==> config.mk <==
export PLATFORM = sky130hd
export DESIGN_NAME = stream_substring_deleter_flat
export DESIGN_NICKNAME = d
export VERILOG_FILES = /design/src/rtl/ssd_pkg.sv /design/src/rtl/ssd_stream_if.sv /design/src/rtl/ssd_pattern.sv /design/src/rtl/stream_substring_deleter.sv /design/src/flat_wrapper.sv
export SDC_FILE = /design/constraint.sdc
export NUM_CORES = 1
export LEC_CHECK = 0
export BUFFER_PORTS_ARGS = -buffer_cell sky130_fd_sc_hd__buf_2
export CELL_PAD_IN_SITES_DETAIL_PLACEMENT = 1
export CELL_PAD_IN_SITES_GLOBAL_PLACEMENT = 1
export CORE_ASPECT_RATIO = 1.25
export CORE_UTILIZATION = 52
export DETAILED_ROUTE_END_ITERATION = 10
export PLACE_DENSITY_LB_ADDON = 0.1
export SLEW_MARGIN = 10
export SYNTH_ARGS = -nofsm -noshare
export SYNTH_HDL_FRONTEND = slang
export SYNTH_SLANG_ARGS = --single-unit
==> constraint.sdc <==
create_clock -name i_clk -period 12.5 [get_ports i_clk]
set_input_delay 2.5 -clock i_clk [delete_from_list [all_inputs] [get_ports i_clk]]
set_output_delay 2.5 -clock i_clk [all_outputs]
set_load 0.02 [all_outputs]
==> src/rtl/ssd_pkg.sv <==
// ----------------------------------------------------------------------------
// ssd_pkg
// shared types and constants of the stream substring deleter
// ----------------------------------------------------------------------------
package ssd_pkg;

    localparam int BYTE_W          = 8;
    localparam int DEF_MAX_PATTERN = 16;
    localparam int CFG_IDX_W       = 2;
    localparam int CFG_DATA_W      = 64;
    localparam int CFG_LEN_W       = 5;
    localparam int BYTES_PER_WORD  = CFG_DATA_W / BYTE_W;

    // configuration register indexes
    localparam logic [CFG_IDX_W-1:0] CFG_PAT_LOW  = 2'd0;
    localparam logic [CFG_IDX_W-1:0] CFG_PAT_HIGH = 2'd1;
    localparam logic [CFG_IDX_W-1:0] CFG_PAT_LEN  = 2'd2;

    // one input item
    typedef struct packed {
        logic [BYTE_W-1:0] text_byte;
        logic              end_of_text;
    } t_in_item;

    // one result item
    typedef struct packed {
        logic [BYTE_W-1:0] out_byte;
        logic              byte_present;
        logic              run_last;
        logic              text_done;
    } t_out_item;

    // view of the shared pattern select and compare unit
    typedef struct packed {
        logic [BYTE_W-1:0] sel_byte;
        logic              byte_eq;
    } t_pat_view;

endpackage

==> src/rtl/ssd_stream_if.sv <==
// ----------------------------------------------------------------------------
// ssd_stream_if
// valid/ready stream channel carrying one payload item per transfer
// ----------------------------------------------------------------------------
interface ssd_stream_if #(
    parameter type T_PAYLOAD = logic
);
    logic     valid;
    logic     ready;
    T_PAYLOAD payload;

    modport source (output valid, output payload, input ready);
    modport sink   (input valid, input payload, output ready);
endinterface

==> src/rtl/ssd_pattern.sv <==
// ----------------------------------------------------------------------------
// ssd_pattern
// pattern registers with the shared byte select and compare unit
// ----------------------------------------------------------------------------
module ssd_pattern
    import ssd_pkg::*;
#(
    parameter int MAX_PATTERN = DEF_MAX_PATTERN,
    parameter int IDX_W       = (MAX_PATTERN > 1) ? $clog2(MAX_PATTERN) : 1,
    parameter int LEN_W       = $clog2(MAX_PATTERN + 1)
) (
    input  logic                  i_clk,
    input  logic                  i_rst_n,
    input  logic                  i_cfg_we,
    input  logic [CFG_IDX_W-1:0]  i_cfg_index,
    input  logic [CFG_DATA_W-1:0] i_cfg_data,
    input  logic [IDX_W-1:0]      i_sel_idx,
    input  logic [BYTE_W-1:0]     i_cmp_byte,
    output t_pat_view             o_view,
    output logic [LEN_W-1:0]      o_eff_len
);

    logic [BYTE_W-1:0]    r_pat [MAX_PATTERN];
    logic [CFG_LEN_W-1:0] r_len;
    logic [CFG_LEN_W-1:0] len_clamped;
    logic [BYTE_W-1:0]    sel_byte;

    // pattern byte registers, each fed from its fixed lane of a config word
    for (genvar gi = 0; gi < MAX_PATTERN; gi++) begin : g_pat
        if (gi < BYTES_PER_WORD) begin : g_low
            always_ff @(posedge i_clk) begin
                if (!i_rst_n) begin
                    r_pat[gi] <= '0;
                end else if (i_cfg_we && i_cfg_index == CFG_PAT_LOW) begin
                    r_pat[gi] <= i_cfg_data[gi*BYTE_W +: BYTE_W];
                end
            end
        end else begin : g_high
            always_ff @(posedge i_clk) begin
                if (!i_rst_n) begin
                    r_pat[gi] <= '0;
                end else if (i_cfg_we && i_cfg_index == CFG_PAT_HIGH) begin
                    r_pat[gi] <= i_cfg_data[(gi-BYTES_PER_WORD)*BYTE_W +: BYTE_W];
                end
            end
        end
    end

    // pattern length register
    always_ff @(posedge i_clk) begin
        if (!i_rst_n) begin
            r_len <= CFG_LEN_W'(1);
        end else if (i_cfg_we && i_cfg_index == CFG_PAT_LEN) begin
            r_len <= i_cfg_data[CFG_LEN_W-1:0];
        end
    end

    // clamp length into one to max pattern
    always_comb begin
        if (r_len == '0) begin
            len_clamped = CFG_LEN_W'(1);
        end else if (r_len > CFG_LEN_W'(MAX_PATTERN)) begin
            len_clamped = CFG_LEN_W'(MAX_PATTERN);
        end else begin
            len_clamped = r_len;
        end
    end

    assign o_eff_len = LEN_W'(len_clamped);

    // shared byte select and compare
    always_comb begin
        if ({1'b0, i_sel_idx} < (IDX_W+1)'(MAX_PATTERN)) begin
            sel_byte = r_pat[i_sel_idx];
        end else begin
            sel_byte = '0;
        end
    end

    assign o_view.sel_byte = sel_byte;
    assign o_view.byte_eq  = (sel_byte == i_cmp_byte);

endmodule

==> src/rtl/stream_substring_deleter.sv <==
// ----------------------------------------------------------------------------
// stream_substring_deleter
// removes every occurrence of a configured byte pattern from a text stream
// ----------------------------------------------------------------------------
// a byte that extends a match, or a mismatch with nothing held, keeps the block idle
// a mismatch with k > 0 held bytes runs in steps: the accept, a replay of the k bytes
//   through the shared pattern select unit, then the byte itself
// an end of text with k held bytes: accept, then replay; a stall holds each step
// reset clears the match count, the sequencer, the output valid and the
//   pattern registers (length back to one)
module stream_substring_deleter
    import ssd_pkg::*;
#(
    parameter int MAX_PATTERN = DEF_MAX_PATTERN
) (
    input  logic                  i_clk,
    input  logic                  i_rst_n,
    input  logic                  i_cfg_we,
    input  logic [CFG_IDX_W-1:0]  i_cfg_index,
    input  logic [CFG_DATA_W-1:0] i_cfg_data,
    ssd_stream_if.sink            i_in,
    ssd_stream_if.source          o_out
);

    localparam int IDX_W = (MAX_PATTERN > 1) ? $clog2(MAX_PATTERN) : 1;
    localparam int LEN_W = $clog2(MAX_PATTERN + 1);

    localparam logic [1:0] ST_IDLE  = 2'd0;
    localparam logic [1:0] ST_FLUSH = 2'd1;
    localparam logic [1:0] ST_TAIL  = 2'd2;

    logic [1:0]        r_state, n_state;
    logic [IDX_W-1:0]  r_count, n_count;
    logic [IDX_W-1:0]  r_idx, n_idx;
    logic [IDX_W-1:0]  r_flush_n, n_flush_n;
    logic              r_tail, n_tail;
    logic [BYTE_W-1:0] r_byte, n_byte;
    logic              r_last, n_last;
    logic              r_out_valid, n_out_valid;
    t_out_item         r_out, n_out;

    t_pat_view         view;
    logic [LEN_W-1:0]  eff_len;
    logic [IDX_W-1:0]  sel_idx;
    logic              slot_free;
    logic              acc;
    logic              hit;
    logic [LEN_W-1:0]  c1;
    logic [LEN_W-1:0]  c1_wrap;
    logic              flush_fin;

    // shared pattern select and compare unit
    ssd_pattern #(
        .MAX_PATTERN (MAX_PATTERN),
        .IDX_W       (IDX_W),
        .LEN_W       (LEN_W)
    ) u_pattern (
        .i_clk       (i_clk),
        .i_rst_n     (i_rst_n),
        .i_cfg_we    (i_cfg_we),
        .i_cfg_index (i_cfg_index),
        .i_cfg_data  (i_cfg_data),
        .i_sel_idx   (sel_idx),
        .i_cmp_byte  (i_in.payload.text_byte),
        .o_view      (view),
        .o_eff_len   (eff_len)
    );

    assign sel_idx   = (r_state == ST_IDLE) ? r_count : r_idx;
    assign slot_free = !r_out_valid || o_out.ready;
    assign i_in.ready = (r_state == ST_IDLE) && slot_free;
    assign acc       = i_in.valid && i_in.ready;

    // match test against the next pattern byte
    assign hit       = (LEN_W'(r_count) < eff_len) && view.byte_eq;
    assign c1        = LEN_W'(r_count) + LEN_W'(1);
    assign c1_wrap   = (c1 >= eff_len) ? '0 : c1;
    assign flush_fin = (r_idx == IDX_W'(r_flush_n - IDX_W'(1)));

    // sequencer
    always_comb begin
        n_state     = r_state;
        n_count     = r_count;
        n_idx       = r_idx;
        n_flush_n   = r_flush_n;
        n_tail      = r_tail;
        n_byte      = r_byte;
        n_last      = r_last;
        n_out       = r_out;
        n_out_valid = r_out_valid && !o_out.ready;

        unique case (r_state)
            ST_IDLE: begin
                if (acc) begin
                    n_byte = i_in.payload.text_byte;
                    n_last = i_in.payload.end_of_text;
                    n_idx  = '0;
                    if (hit && !i_in.payload.end_of_text) begin
                        n_count = IDX_W'(c1_wrap);
                    end else if (hit) begin
                        n_count = '0;
                        if (c1_wrap == '0) begin
                            // empty end marker
                            n_out.out_byte     = '0;
                            n_out.byte_present = 1'b0;
                            n_out.run_last     = 1'b1;
                            n_out.text_done    = 1'b1;
                            n_out_valid        = 1'b1;
                        end else begin
                            n_flush_n = IDX_W'(c1_wrap);
                            n_tail    = 1'b0;
                            n_state   = ST_FLUSH;
                        end
                    end else begin
                        n_count = '0;
                        if (r_count == '0) begin
                            n_out.out_byte     = i_in.payload.text_byte;
                            n_out.byte_present = 1'b1;
                            n_out.run_last     = 1'b1;
                            n_out.text_done    = i_in.payload.end_of_text;
                            n_out_valid        = 1'b1;
                        end else begin
                            n_flush_n = r_count;
                            n_tail    = 1'b1;
                            n_state   = ST_FLUSH;
                        end
                    end
                end
            end
            ST_FLUSH: begin
                // replay one held pattern byte per cycle while the output slot is free
                if (slot_free) begin
                    n_out.out_byte     = view.sel_byte;
                    n_out.byte_present = 1'b1;
                    n_out.run_last     = flush_fin && !r_tail;
                    n_out.text_done    = flush_fin && !r_tail && r_last;
                    n_out_valid        = 1'b1;
                    if (flush_fin) begin
                        n_state = r_tail ? ST_TAIL : ST_IDLE;
                    end else begin
                        n_idx = r_idx + IDX_W'(1);
                    end
                end
            end
            ST_TAIL: begin
                // the mismatching byte itself
                if (slot_free) begin
                    n_out.out_byte     = r_byte;
                    n_out.byte_present = 1'b1;
                    n_out.run_last     = 1'b1;
                    n_out.text_done    = r_last;
                    n_out_valid        = 1'b1;
                    n_state            = ST_IDLE;
                end
            end
            default: begin
                n_state = ST_IDLE;
            end
        endcase
    end

    // control registers
    always_ff @(posedge i_clk) begin
        if (!i_rst_n) begin
            r_state     <= ST_IDLE;
            r_count     <= '0;
            r_out_valid <= 1'b0;
        end else begin
            r_state     <= n_state;
            r_count     <= n_count;
            r_out_valid <= n_out_valid;
        end
    end

    // payload registers
    always_ff @(posedge i_clk) begin
        r_idx     <= n_idx;
        r_flush_n <= n_flush_n;
        r_tail    <= n_tail;
        r_byte    <= n_byte;
        r_last    <= n_last;
        r_out     <= n_out;
    end

    assign o_out.valid   = r_out_valid;
    assign o_out.payload = r_out;

    // the end of a text leaves no held prefix behind
    a_end_clears: assert property (@(posedge i_clk) disable iff (!i_rst_n)
        acc && i_in.payload.end_of_text |=> r_count == '0)
        else $error("match count not cleared after end of text");

    // replay index stays inside the held prefix
    a_flush_range: assert property (@(posedge i_clk) disable iff (!i_rst_n)
        r_state == ST_FLUSH |-> r_idx < r_flush_n)
        else $error("flush index beyond held prefix");

    // the final result of a text always closes its input's run
    a_done_last: assert property (@(posedge i_clk) disable iff (!i_rst_n)
        r_out_valid && r_out.text_done |-> r_out.run_last)
        else $error("text done without run last");

    // a held count never reaches the pattern capacity
    a_count_range: assert property (@(posedge i_clk) disable iff (!i_rst_n)
        LEN_W'(r_count) < LEN_W'(MAX_PATTERN))
        else $error("match count out of range");

endmodule

==> src/flat_wrapper.sv <==
// flat-port wrapper written by rule: the top's interface ports become plain ports
module stream_substring_deleter_flat import ssd_pkg::*;
#(
    parameter int MAX_PATTERN = DEF_MAX_PATTERN
)
  (i_clk, i_rst_n, i_cfg_we, i_cfg_index, i_cfg_data, i_in_valid, i_in_payload, i_in_ready, o_out_valid, o_out_payload, o_out_ready);
  ssd_stream_if #(.T_PAYLOAD(t_in_item)) i_in_i ();
  ssd_stream_if #(.T_PAYLOAD(t_out_item)) o_out_i ();
  input  logic i_clk;
  input  logic i_rst_n;
  input  logic i_cfg_we;
  input  logic [CFG_IDX_W-1:0] i_cfg_index;
  input  logic [CFG_DATA_W-1:0] i_cfg_data;
  input wire logic [$bits(i_in_i.valid)-1:0] i_in_valid;
  input wire logic [$bits(i_in_i.payload)-1:0] i_in_payload;
  output wire logic [$bits(i_in_i.ready)-1:0] i_in_ready;
  output wire logic [$bits(o_out_i.valid)-1:0] o_out_valid;
  output wire logic [$bits(o_out_i.payload)-1:0] o_out_payload;
  input wire logic [$bits(o_out_i.ready)-1:0] o_out_ready;
  assign i_in_i.valid = i_in_valid;
  assign i_in_i.payload = i_in_payload;
  assign i_in_ready = i_in_i.ready;
  assign o_out_valid = o_out_i.valid;
  assign o_out_payload = o_out_i.payload;
  assign o_out_i.ready = o_out_ready;
  stream_substring_deleter #(.MAX_PATTERN(MAX_PATTERN)) u_core (.i_clk(i_clk), .i_rst_n(i_rst_n), .i_cfg_we(i_cfg_we), .i_cfg_index(i_cfg_index), .i_cfg_data(i_cfg_data), .i_in(i_in_i), .o_out(o_out_i));
endmodule
; ---- Word level (Yosys, flattened, before mapping)
; Memory sizes are Yosys's and may differ from the RTL's.
; Cells that the tools add are included.
; W data, S select, Z words.
[word_totals]
regBits = 41
latchBits = 0
mem_bits_rw = 128
mem_bits_ro = 0
input_bits = 80
word_cells = 146
memories = 1
[classes]
n_addsub = 3
n_mul = 0
n_div = 0
magnitude_cmp = 3
n_eq_ne = 18
shift = 0
n_mux = 63
n_bitwise = 17
reduce_logical = 28
[memory_table]
columns = memory, depth, word_bits, read_ports, rd_ports_with_merged_regs, wr, line_no
row1 = u_core.u_pattern.r_pat, 16, 8, 1, 0, 16, ssd_pattern.sv:23  ; logic [BYTE_W-1:0] r_pat [MAX_PATTERN];
[op_table]
columns = cell, n
row1 = $mux W8, 16
row2 = $mux W11, 7
row3 = $pmux W11 S3, 1
row4 = $mux W4, 8
row5 = $mux W2, 9
row6 = $mux W1, 16
row7 = $or A1 B1 Y1, 16
row8 = $mux W5, 3
row9 = $reduce_and A7 Y1, 2
row10 = $logic_and A1 B1 Y1, 10
row11 = $logic_not A5 Y1, 2
row12 = $ne A2 B1 Y1 const B, 5
row13 = $eq A8 B8 Y1, 1
row14 = $pmux W4 S2, 1
row15 = $ne A2 B2 Y1 const B, 3
row16 = $ne A3 B2 Y1 const B, 2
row17 = $ne A3 B3 Y1 const B, 2
row18 = $pmux W2 S3, 1
row19 = $add A4 B1 Y5 const B, 1
row20 = $ge A5 B5 Y1, 1
row21 = $gt A5 B5 Y1 const B, 1
row22 = $lt A4 B5 Y1, 1
row23 = $reduce_and A5 Y1, 1
row24 = $add A4 B1 Y4 const B, 1
row25 = 15 further kinds, 21

; ---- Logic depth before layout (Yosys ltp)
; Gate-level depths: netlist (run 1).
[logic_depth]
ltp_word = 11
depth_mapped = 17

; ---- Modules after synthesis
; Synthesis (run 1) repeated with hierarchy kept, for this count alone.
[hier_totals]
hier_cells = 639
area_unflattened_um2 = 8466.9
[modules_own_cells]
columns = mod, instances, cells_per_inst, area_each_um2, seq_area_each_um2
row1 = ssd_pattern, 1, 430, 6296.0, 3943.8
row2 = stream_substring_deleter, 1, 209, 2170.8, 1011.0

; ---- Worst setup path before layout (run 1)
; OpenSTA, ideal clock, no wires.
[synth_timing]
path_type = input to register
from = input i_cfg_index[1]
to = memory u_core.u_pattern.r_pat[0][0] (enable)
setup_time_ns = 0.574
t_arrival_ns = 7.152
t_required_ns = 11.926
slack_ns = 4.774
path_stages = 2
cell_sequence = nand2b_1 -> o21ai_0
[synth_rtl]
columns = element, line_no
row1 = "start, declared", flat_wrapper.sv:12  ; input logic [CFG_IDX_W-1:0] i_cfg_index;
row2 = "end, declared", ssd_pattern.sv:23

; ---- Worst setup path after layout (run 1)
[layout_timing]
from = input o_out_ready
to = output i_in_ready
[layout_via]
elab_chain_len = 2
[layout_lines]
columns = element, line_no
row1 = "start, declared", flat_wrapper.sv:19  ; input wire logic [$bits(o_out_i.ready)-1:0] o_out_ready;
row2 = $logic_or A1 B1 Y1, stream_substring_deleter.sv:70  ; assign slot_free = !r_out_valid || o_out.ready;
row3 = $logic_and A1 B1 Y1, stream_substring_deleter.sv:71  ; assign i_in.ready = (r_state == ST_IDLE) && slot_free;
row4 = "end, declared", flat_wrapper.sv:16  ; output wire logic [$bits(i_in_i.ready)-1:0] i_in_ready;
; Every way passes these cells.

==> impl_metrics.ini, run 1 <==
[sta]
finalClockSkew_ps = 9.66
hold_viol = 0
finalSetupViolations = 0
final_setup_tns_ps = 0
worst_slew_margin_rel_pct = 29.5
timing_limited_maximum_frequency_ghz = 0.177
worstMarginPinSlew_ps = 1040
final_worst_path_cycle_share_pct = 45.2
slew_viol_final = 0
rsz0062_at_grt = false
fin_crit_ps = 5650

[pwr]
share_seq_of_total_power_pct = 52.9
netSwitchingFraction_pct = 20.9
power.net_switching_mw = 0.265
power.clock.fraction_pct = 40.6
comb_power_share_pct = 6.5
ir_drop_worst_case_vdd_v = 0.000107
power.leakage_nw = 3.54
power.internal_mw = 1.00
powerDensity_mw_per_mm2 = 135

[routing]
ant_nets = 0
drc = 0
detail_route.iter0.violations = 257
routed_len_inst_um = 21.2
routed-via-count = 5138
wirelength_mm = 19.3
first_pass_iters = 4
viasPerCell = 5.64

[floorplan]
core-area_mm2 = 0.0152
fp-row-count = 50
die_h_um = 142
start_util_pct = 53.9
ioPinCount = 93
dieArea_mm2 = 0.0163
floorplan.die.width_um = 114

[critical_path]
crit_path_end_kind = output port
most_used_cell_along_the_critical_path = sky130_fd_sc_hd__buf_2
crit_buf_inv = 2
slowest_delay_ps = 210
critPathMaxFanout = 7
cp_top_family = simple AND/OR/NAND/NOR gates
critical_path_depth = 4
path_cells = buf_2 -> nand2b_1 -> and2_1 -> buf_2
worstPathRequired_ps = 10000
timing.critical_path.arrival_ps = 3150
startpoint_type = primary input
critical-path-slowest-cell = sky130_fd_sc_hd__nand2b_1
reg2reg_setup_slack_ps = 7150
worst_setup_path_endpoint = i_in_ready
r2r_cells = 14
category_of_the_critical_setup_timing_path = in2out
timing.rr.end = u_core.r_count[2]$_SDFFE_PN0P_
r2r_start = u_core.r_state[0]$_SDFFE_PN0P_
startpoint = o_out_ready

[yosys]
synth_seq_cells = 169
synth-warning-count = 0
ys_seq_area_share_pct = 60.5
postSynthNetCount = 703
synth_cell_types = 48
average_size_of_a_mapped_cell_um2 = 13.5
post_synth_inst_count = 606
syn-cell-area_mm2 = 0.00819

[grt]
largest_net_degree_at_the_start_of_global_routing = 65
first_global_vias = 5724
grt_antenna_before_repair = 1
gr-usage-all-layers_pct = 25.7
grt_remaining_overflow = 0
grt_first_pass_wirelength_mm = 30.3

[layout]
layout.cell_area.non_filler_mm2 = 0.00941
multi_input_area_mm2 = 0.00306
register_area_mm2 = 0.00495
layout.nets = 788
area_growth_syn_to_layout_pct = 14.9
nFillCells = 1499
utilization_after_layout_pct = 61.9
final_layout_size_suffix_gt1_share_pct = 23.0
num_antenna_cells = 0

[clock_network]
clk_path_buf_depth = 2
root_buffer = sky130_fd_sc_hd__clkbuf_16
clk_pin_slew_worst_paths_ps = 60
cts.repair.resized = 0
cts.sink_count = 169
numCtsBuffers = 17
clk-insertion-delay-late_ps = 430
h-tree-depth = 4
postCtsSetupBuffers = 0
cts.hold.buffers_added = 0
cts_tree = done

[placement]
gp_routability_congestion = 0.779
hpwlAfterDp_mm = 13.0
placedInstanceArea_mm2 = 0.00884
place.port_buffers = 92

[outcome]
outcome = completed

[flow_run]
drv_cap = 0

[min_path]
hold_wc_path_type = reg2reg
-- flip-flops by register name, summed over array words and instances, names as in the netlist --
name                    flops
u_core.o_out.valid          1
u_core.u_pattern.r_pat    128
u_core.r_count              4
u_core.r_flush_n            4
u_core.r_state              2
u_core.r_last               1
u_core.r_tail               1
u_core.u_pattern.r_len      5
u_core.r_idx                4
u_core.r_byte               8
u_core.o_out.payload       11
-- synthesized netlist by cell type (all sizes together) --
| library cell | count | area, um2 |
|---|---|---|
| o22ai | 1 | 6.26 |
| mux2i | 21 | 210 |
| a311oi | 1 | 8.76 |
| and2 | 130 | 813 |
| a211oi | 1 | 7.51 |
| nor2 | 17 | 63.8 |
| nor2b | 10 | 62.6 |
| nor3 | 4 | 20.0 |
| nor4 | 3 | 25.0 |
| nor4b | 1 | 23.8 |
| xnor2 | 11 | 96.3 |
| a32o | 1 | 10.0 |
| edfxtp | 157 | 4710 |
| dfxtp | 12 | 240 |
| nand2b | 6 | 37.5 |
| a21boi | 3 | 22.5 |
| nand2 | 54 | 203 |
| o221a | 1 | 11.3 |
| or3 | 1 | 6.26 |
| nor3b | 1 | 7.51 |
| o31ai | 3 | 22.5 |
| xor2 | 7 | 61.3 |
| a22o | 8 | 70.1 |
| o21a | 3 | 22.5 |
| mux2 | 2 | 26.3 |
| a31o | 1 | 8.76 |
| nand4 | 5 | 31.3 |
| clkbuf | 23 | 86.3 |
| o21bai | 1 | 7.51 |
| ha | 17 | 213 |
| inv | 15 | 56.3 |
| nand3 | 20 | 100 |
| a22oi | 2 | 15.0 |
| a21oi | 3 | 15.0 |
| mux4 | 30 | 676 |
| o21ai | 14 | 70.1 |
| and3 | 3 | 18.8 |
| a31oi | 1 | 6.26 |
| o221ai | 1 | 15.0 |
| nand3b | 1 | 7.51 |
| buf | 10 | 70.1 |
-- through the flow --
stage / hold WS, ps / instances / worst slack [ps] / total power [mW]
2_1_floorplan: 445 / 606 / 4770 / 0.725
5_1_grt: 586 / 911 / 6750 / 1.30
3_3_place_gp: 473 / 880 / 6870 / 0.756
3_5_place_dp: 503 / 880 / 6850 / 0.764
4_1_cts: 546 / 911 / 6850 / 1.27
6_report: 545 / 911 / 6850 / 1.27
-- how the worst min path moves through the flow --
stage / from / to / slack (ps) / depth (start not counted)
finish: u_core.u_pattern.r_len[0]$_SDFFE_PN1P_ / u_core.u_pattern.r_len[0]$_SDFFE_PN1P_ / 540 / 2
global route: u_core.u_pattern.r_len[2]$_SDFFE_PN0P_ / u_core.u_pattern.r_len[2]$_SDFFE_PN0P_ / 590 / 2
CTS: u_core.u_pattern.r_len[0]$_SDFFE_PN1P_ / u_core.u_pattern.r_len[0]$_SDFFE_PN1P_ / 550 / 2
detailed placement: u_core.r_state[1]$_SDFFE_PN0P_ / u_core.r_state[1]$_SDFFE_PN0P_ / 500 / 2
global placement: u_core.u_pattern.r_len[0]$_SDFFE_PN1P_ / u_core.u_pattern.r_len[0]$_SDFFE_PN1P_ / 470 / 2
floorplan: u_core.u_pattern.r_len[0]$_SDFFE_PN1P_ / u_core.u_pattern.r_len[0]$_SDFFE_PN1P_ / 450 / 2
-- power by group through the flow --
| stage | Clock, mW | Combinational (mW) | Sequential, mW |
|---|---|---|---|
| after CTS | 0.520 | 0.0839 | 0.670 |
| after global placement | 0 | 0.0785 | 0.678 |
| after detailed placement | 0 | 0.0827 | 0.681 |
| after floorplan | 0 | 0.0454 | 0.680 |
| final | 0.515 | 0.0825 | 0.670 |
| after global routing | 0.541 | 0.0897 | 0.672 |
-- worst min-delay path: stages (launching register included) --
cell                      delay, ps
sky130_fd_sc_hd__dfxtp_1        350
sky130_fd_sc_hd__mux2i_1         90
sky130_fd_sc_hd__nand2_1         70
-- logic make-up after synthesis --
group | Yosys count | share of synthesized area (%)
buf+inv | 48 | 2.60
simple gates | 256 | 17.3
xor+xnor | 18 | 1.93
fa+ha+maj | 17 | 2.60
flops | 169 | 60.5
compound gates | 45 | 3.90
mux | 53 | 11.1
-- cell type report --
cell class	count	share of cell area (%)
clock buffers	21	4.68
clock inverters	10	1.33
inverters	15	0.599
multi-input cells	389	32.5
flip-flops and latches	169	52.7
well taps	208	2.77
repair buffers	99	5.45
-- cell usage in the layout, fill, tap and decap left out, types with 10 or more instances in the layout --
master and instances:
sky130_fd_sc_hd__ha_1 17, sky130_fd_sc_hd__nand3_1 20, sky130_fd_sc_hd__mux4_2 30, sky130_fd_sc_hd__inv_1 14, sky130_fd_sc_hd__and2_1 130, sky130_fd_sc_hd__xnor2_1 11
sky130_fd_sc_hd__nor2_1 17, sky130_fd_sc_hd__buf_2 92, sky130_fd_sc_hd__clkbuf_16 17, sky130_fd_sc_hd__nand2_1 53, sky130_fd_sc_hd__nor2b_1 10, sky130_fd_sc_hd__edfxtp_1 157
sky130_fd_sc_hd__dfxtp_1 12, sky130_fd_sc_hd__o21ai_0 12, sky130_fd_sc_hd__mux2i_1 19
-- per-layer routing --
layer | vias to the layer above | GRT usage (%) | share of wire [%]
li1 | 2360 | - | -
met1 | 2573 | 28.0 | 37
met2 | 154 | 46.8 | 55
met3 | 49 | 6.56 | 5.0
met4 | 2 | 11.6 | 3.5
met5 | - | 0 | 0.067
(Power assumes the default switching activity.)
==> run 2, diff against run 1 <==
--- a/config.mk
+++ b/config.mk
@@ -9,7 +9,7 @@
 export CELL_PAD_IN_SITES_DETAIL_PLACEMENT = 1
 export CELL_PAD_IN_SITES_GLOBAL_PLACEMENT = 1
 export CORE_ASPECT_RATIO = 1.25
-export CORE_UTILIZATION = 52
+export CORE_UTILIZATION = 48
 export DETAILED_ROUTE_END_ITERATION = 10
 export PLACE_DENSITY_LB_ADDON = 0.1
 export SLEW_MARGIN = 10
==> constraint.sdc (replaced) <==
create_clock -name i_clk -period 5.9 [get_ports i_clk]
set_input_delay 1.18 -clock i_clk [delete_from_list [all_inputs] [get_ports i_clk]]
set_output_delay 1.18 -clock i_clk [all_outputs]
set_load 0.02 [all_outputs]
==> impl_metrics.ini, run 2 (synthesis gave the netlist of run 1 again) <==
[routing]
ant_nets = 0
routed-via-count = 5052
viasPerCell = 5.49
detail_route.iter0.violations = 262
drc = 0
routed_len_inst_um = 20.8
first_pass_iters = 4
wirelength_mm = 19.2

[floorplan]
dieArea_mm2 = 0.0176
ioPinCount = 93
floorplan.die.width_um = 119
fp-row-count = 53
core-area_mm2 = 0.0168
die_h_um = 148
start_util_pct = 48.8

[layout]
layout.nets = 787
most_frequent_standard_cell_in_the_layout_excluding_fill_and_tap_cells = sky130_fd_sc_hd__edfxtp_1
final_layout_size_suffix_gt1_share_pct = 23.3
regMostFlops = u_core.u_pattern.r_pat
multi_input_area_mm2 = 0.00306
nFillCells = 1682
fin_cells = 921
area_growth_syn_to_layout_pct = 14.5
layout.cell_area.non_filler_mm2 = 0.00938
largest_reg_flops = 128
register_area_mm2 = 0.00495
num_antenna_cells = 0
layout.cells.most_common_list = sky130_fd_sc_hd__edfxtp_1 (157), sky130_fd_sc_hd__and2_1 (130), sky130_fd_sc_hd__buf_2 (92)

[sta]
slew_viol_final = 0
final_setup_tns_ps = 0
hold_viol = 0
final_worst_path_cycle_share_pct = 84.5
worst_slew_margin_rel_pct = 25.7
rsz0062_at_grt = false
finalClockSkew_ps = 10.8
fin_crit_ps = 4980
finalSetupViolations = 0
timing_limited_maximum_frequency_ghz = 0.201
setup_ws_ps = 916
worstMarginPinSlew_ps = 1090

[clock_network]
clk_path_buf_depth = 2
postCtsSetupBuffers = 0
cts.repair.resized = 0
numCtsBuffers = 17
clk-insertion-delay-late_ps = 420
h-tree-depth = 4
cts.sink_count = 169
clk_pin_slew_worst_paths_ps = 60
cts_tree = done
cts.hold.buffers_added = 0
root_buffer = sky130_fd_sc_hd__clkbuf_16

[critical_path]
reg2reg_setup_slack_ps = 920
cp_top_family = simple AND/OR/NAND/NOR gates
category_of_the_critical_setup_timing_path = reg2reg
path_cells = inv_1 -> ha_1 -> mux2i_4 -> buf_12 -> mux4_2 -> nand3_1 -> nand4_1 -> xor2_1 -> nor4_1 -> nor4b_4 -> mux2i_1 -> nor2b_1 -> nor3_1 -> buf_4
crit_path_end_kind = register
worstPathRequired_ps = 6030
critical-path-slowest-cell = sky130_fd_sc_hd__ha_1
critPathMaxFanout = 30
slowest_delay_ps = 720
r2r_cells = 14
timing.rr.end = u_core.o_out.payload[4]$_DFFE_PP_
crit_buf_inv = 3
r2r_start = u_core.r_state[0]$_SDFFE_PN0P_
startpoint_type = register
timing.critical_path.arrival_ps = 5110

[pwr]
report.power.total_mw = 2.61
comb_power_share_pct = 6.7
power.net_switching_mw = 0.567
power.clock.fraction_pct = 38.9
ir_drop_worst_case_vdd_v = 0.000197
powerDensity_mw_per_mm2 = 278
power.internal_mw = 2.04
netSwitchingFraction_pct = 21.8
share_seq_of_total_power_pct = 54.4
power.leakage_nw = 3.51

[placement]
place.detailed.instances = 891
place.port_buffers = 92
gp_routability_congestion = 0.797
dp_worst_setup_slack_ps = 1040
hpwlAfterDp_mm = 13.1
placedInstanceArea_mm2 = 0.00886

[grt]
first_global_vias = 5569
grt_antenna_before_repair = 0
grt_remaining_overflow = 0
gr-usage-all-layers_pct = 23.4
grt_first_pass_wirelength_mm = 30.4
largest_net_degree_at_the_start_of_global_routing = 65

[min_path]
worstHoldPathCells = 2
min_from = u_core.u_pattern.r_len[0]$_SDFFE_PN1P_
hold_wc_path_type = reg2reg
hold_end = u_core.u_pattern.r_len[0]$_SDFFE_PN1P_

[flow_run]
drv_cap = 0

[outcome]
outcome = completed
[run 2: cell types whose count changed in the layout (fill, tap and decap cells not counted)]
| cell | previous run | this run |
|---|---|---|
| sky130_fd_sc_hd__inv_6 | 1 | 0 |
| sky130_fd_sc_hd__clkinvlp_4 | 1 | 3 |
| sky130_fd_sc_hd__o21ai_0 | 12 | 11 |
| sky130_fd_sc_hd__o21ai_1 | 1 | 2 |
| sky130_fd_sc_hd__buf_4 | 7 | 5 |
| sky130_fd_sc_hd__buf_12 | 0 | 1 |
| sky130_fd_sc_hd__clkinv_4 | 0 | 1 |
| sky130_fd_sc_hd__bufinv_16 | 3 | 1 |
| sky130_fd_sc_hd__clkinv_2 | 0 | 2 |
| sky130_fd_sc_hd__clkinv_1 | 5 | 2 |
[run 2: how the worst max path moves through the flow]
| stage | start | to | slack (ps) | cells after the start |
|---|---|---|---|---|
| 2_1_floorplan | i_cfg_index[1] | u_core.u_pattern.r_pat[0][0]$_SDFFCE_PN0P_ | 1220 | 2 |
| 3_3_place_gp | u_core.r_state[0]$_SDFFE_PN0P_ | u_core.o_out.payload[3]$_DFFE_PP_ | 1250 | 14 |
| 3_5_place_dp | u_core.r_state[0]$_SDFFE_PN0P_ | u_core.o_out.payload[7]$_DFFE_PP_ | 1040 | 14 |
| 4_1_cts | u_core.r_state[0]$_SDFFE_PN0P_ | u_core.o_out.payload[7]$_DFFE_PP_ | 960 | 14 |
| 5_1_grt | u_core.r_state[1]$_SDFFE_PN0P_ | u_core.o_out.payload[7]$_DFFE_PP_ | 630 | 14 |
| 6_report | u_core.r_state[0]$_SDFFE_PN0P_ | u_core.o_out.payload[4]$_DFFE_PP_ | 920 | 14 |
[run 2: through the flow]
step                      util, %  hold slack (ps)
after global routing         55.9              560
after CTS                    55.9              523
after detailed placement     52.8              511
after floorplan                 -              445
final                        55.9              523
after global placement       52.8              481
[run 2: per-layer routing]
layer / up-vias / share of wire, % / global-route usage [%]
met1: 2557 / 41 / 28.2
met4: 0 / 1.2 / 7.59
met3: 16 / 3.2 / 4.63
met2: 122 / 55 / 42.0
met5: - / 0 / 0
li1: 2357 / - / -
[run 2: worst register-to-register path: stages (launching register included)]
cell	delay, ps
sky130_fd_sc_hd__dfxtp_1	340
sky130_fd_sc_hd__inv_1	90
sky130_fd_sc_hd__ha_1	720
sky130_fd_sc_hd__mux2i_4	370
sky130_fd_sc_hd__buf_12	270
sky130_fd_sc_hd__mux4_2	570
sky130_fd_sc_hd__nand3_1	100
sky130_fd_sc_hd__nand4_1	250
sky130_fd_sc_hd__xor2_1	220
sky130_fd_sc_hd__nor4_1	370
sky130_fd_sc_hd__nor4b_4	500
sky130_fd_sc_hd__mux2i_1	350
sky130_fd_sc_hd__nor2b_1	80
sky130_fd_sc_hd__nor3_1	220
sky130_fd_sc_hd__buf_4	240
[run 2: final cells by class]
type	instances	area share (%)
flip-flops and latches	169	52.8
multi-input cells	389	32.6
repair buffers	98	5.52
clock buffers	21	4.70
well taps	220	2.93
clock inverters	9	0.840
inverters	15	0.600
[run 2: power by group through the flow]
stage          sequential (mW)  combinational (mW)  clock, mW
2_1_floorplan             1.44              0.0962          0
6_report                  1.42               0.175       1.01
3_3_place_gp              1.44               0.171          0
4_1_cts                   1.42               0.178       1.03
5_1_grt                   1.42               0.190       1.08
3_5_place_dp              1.44               0.177          0
==> run 3, diff against run 2 <==
==> constraint.sdc (replaced) <==
create_clock -name i_clk -period 4.9 [get_ports i_clk]
set_input_delay 0.98 -clock i_clk [delete_from_list [all_inputs] [get_ports i_clk]]
set_output_delay 0.98 -clock i_clk [all_outputs]
set_load 0.02 [all_outputs]
==> impl_metrics.ini, run 3 (synthesis gave the netlist of run 1 again) <==
[clock_network]
h-tree-depth = 4
clk-insertion-delay-late_ps = 440
cts_tree = done
postCtsSetupBuffers = 0
clk_path_buf_depth = 2
cts.hold.buffers_added = 0
cts.repair.resized = 0
cts.sink_count = 169
clk_pin_slew_worst_paths_ps = 70
numCtsBuffers = 17
root_buffer = sky130_fd_sc_hd__clkbuf_16

[layout]
layout.nets = 797
largest_reg_flops = 128
regMostFlops = u_core.u_pattern.r_pat
layout.cells.most_common_list = sky130_fd_sc_hd__edfxtp_1 (157), sky130_fd_sc_hd__and2_1 (130), sky130_fd_sc_hd__buf_2 (92)
most_frequent_standard_cell_in_the_layout_excluding_fill_and_tap_cells = sky130_fd_sc_hd__edfxtp_1
area_growth_syn_to_layout_pct = 17.0
layout.cell_area.non_filler_mm2 = 0.00958
num_antenna_cells = 0
final_layout_size_suffix_gt1_share_pct = 25.1

[floorplan]
die_h_um = 148
floorplan.die.width_um = 119
ioPinCount = 93
core-area_mm2 = 0.0168
start_util_pct = 48.8
fp-row-count = 53
dieArea_mm2 = 0.0176

[sta]
rsz0062_at_grt = false
hold_viol = 0
final_worst_path_cycle_share_pct = 92.5
fin_crit_ps = 4530
timing_limited_maximum_frequency_ghz = 0.221
slew_viol_final = 0
finalClockSkew_ps = 9.60
worstMarginPinSlew_ps = 1190
final_setup_tns_ps = 0
finalSetupViolations = 0
worst_slew_margin_rel_pct = 20.6

[pwr]
power.clock.fraction_pct = 43.3
powerDensity_mw_per_mm2 = 354
netSwitchingFraction_pct = 22.4
power.net_switching_mw = 0.761
ir_drop_worst_case_vdd_v = 0.000262
comb_power_share_pct = 6.4
power.leakage_nw = 3.64
share_seq_of_total_power_pct = 50.3
power.internal_mw = 2.63

[grt]
first_global_vias = 5702
grt_first_pass_wirelength_mm = 31.7
largest_net_degree_at_the_start_of_global_routing = 54
gr-usage-all-layers_pct = 24.5
grt_antenna_before_repair = 0
grt_remaining_overflow = 0

[outcome]
outcome = completed

[routing]
routed-via-count = 5142
routed_len_inst_um = 21.4
wirelength_mm = 20.0
ant_nets = 0
detail_route.iter0.violations = 286
first_pass_iters = 4
viasPerCell = 5.51
drc = 0

[placement]
placedInstanceArea_mm2 = 0.00894
hpwlAfterDp_mm = 13.9
gp_routability_congestion = 0.811
place.port_buffers = 92

[critical_path]
startpoint_type = register
category_of_the_critical_setup_timing_path = reg2reg
worstPathRequired_ps = 5040
timing.critical_path.arrival_ps = 4670
critPathMaxFanout = 30
crit_path_end_kind = register

[flow_run]
drv_cap = 0

[min_path]
hold_wc_path_type = reg2reg
run 3: worst paths after layout:
kind	end	startpoint	slack (ps)	depth (start not counted)
hold / removal	u_core.u_pattern.r_len[0]$_SDFFE_PN1P_	u_core.u_pattern.r_len[0]$_SDFFE_PN1P_	530	2
setup reg to reg	u_core.o_out.payload[5]$_DFFE_PP_	u_core.r_state[1]$_SDFFE_PN0P_	370	14
hold reg to reg	u_core.u_pattern.r_len[0]$_SDFFE_PN1P_	u_core.u_pattern.r_len[0]$_SDFFE_PN1P_	530	2
setup / recovery	u_core.o_out.payload[5]$_DFFE_PP_	u_core.r_state[1]$_SDFFE_PN0P_	370	14
run 3: power groups by stage:
| stage | clock network, mW | registers, mW | logic (mW) |
|---|---|---|---|
| global placement | 0 | 1.73 | 0.209 |
| detailed placement | 0 | 1.74 | 0.217 |
| CTS | 1.49 | 1.71 | 0.219 |
| floorplan | 0 | 1.73 | 0.116 |
| global route | 1.55 | 1.71 | 0.234 |
| finish | 1.47 | 1.71 | 0.216 |
run 3: final cells by class:
| class | instances | area, um2 |
|---|---|---|
| Fill cell | 1692 | 7200 |
| Sequential cell | 169 | 4950 |
| Multi-Input combinational cell | 389 | 3050 |
| Timing Repair Buffer | 108 | 606 |
| Clock buffer | 17 | 425 |
| Tap cell | 220 | 275 |
| Clock inverter | 15 | 211 |
| Inverter | 15 | 56.3 |
run 3: metrics by stage:
step | setup WS, ps | hold WS, ps | instances | util (%) | total power [mW]
3_5_place_dp | 443 | 499 | 901 | 53.3 | 1.96
2_1_floorplan | 424 | 445 | 606 | - | 1.85
4_1_cts | 381 | 517 | 933 | 57.1 | 3.42
5_1_grt | 153 | 545 | 933 | 57.1 | 3.49
3_3_place_gp | 560 | 481 | 901 | 53.3 | 1.94
6_report | 366 | 525 | 933 | 57.1 | 3.39
run 3: worst max-delay path, stage by stage, from the launching register on:
cell,delay (ps)
sky130_fd_sc_hd__dfxtp_1,340
sky130_fd_sc_hd__inv_1,100
sky130_fd_sc_hd__ha_1,480
sky130_fd_sc_hd__mux2i_4,330
sky130_fd_sc_hd__buf_12,280
sky130_fd_sc_hd__mux4_2,550
sky130_fd_sc_hd__nand3_1,100
sky130_fd_sc_hd__nand4_1,220
sky130_fd_sc_hd__xor2_1,210
sky130_fd_sc_hd__nor4_1,420
sky130_fd_sc_hd__nor4b_4,400
sky130_fd_sc_hd__mux2i_1,320
sky130_fd_sc_hd__nor2b_1,80
sky130_fd_sc_hd__nor3_1,170
sky130_fd_sc_hd__buf_4,210
run 3: metal layers:
metal	track usage (%)	part of all wire, %	vias up
met1	28.8	40	2620
met5	0	0	-
li1	-	-	2382
met3	3.94	3.0	32
met2	44.4	54	108
met4	10.6	2.6	0
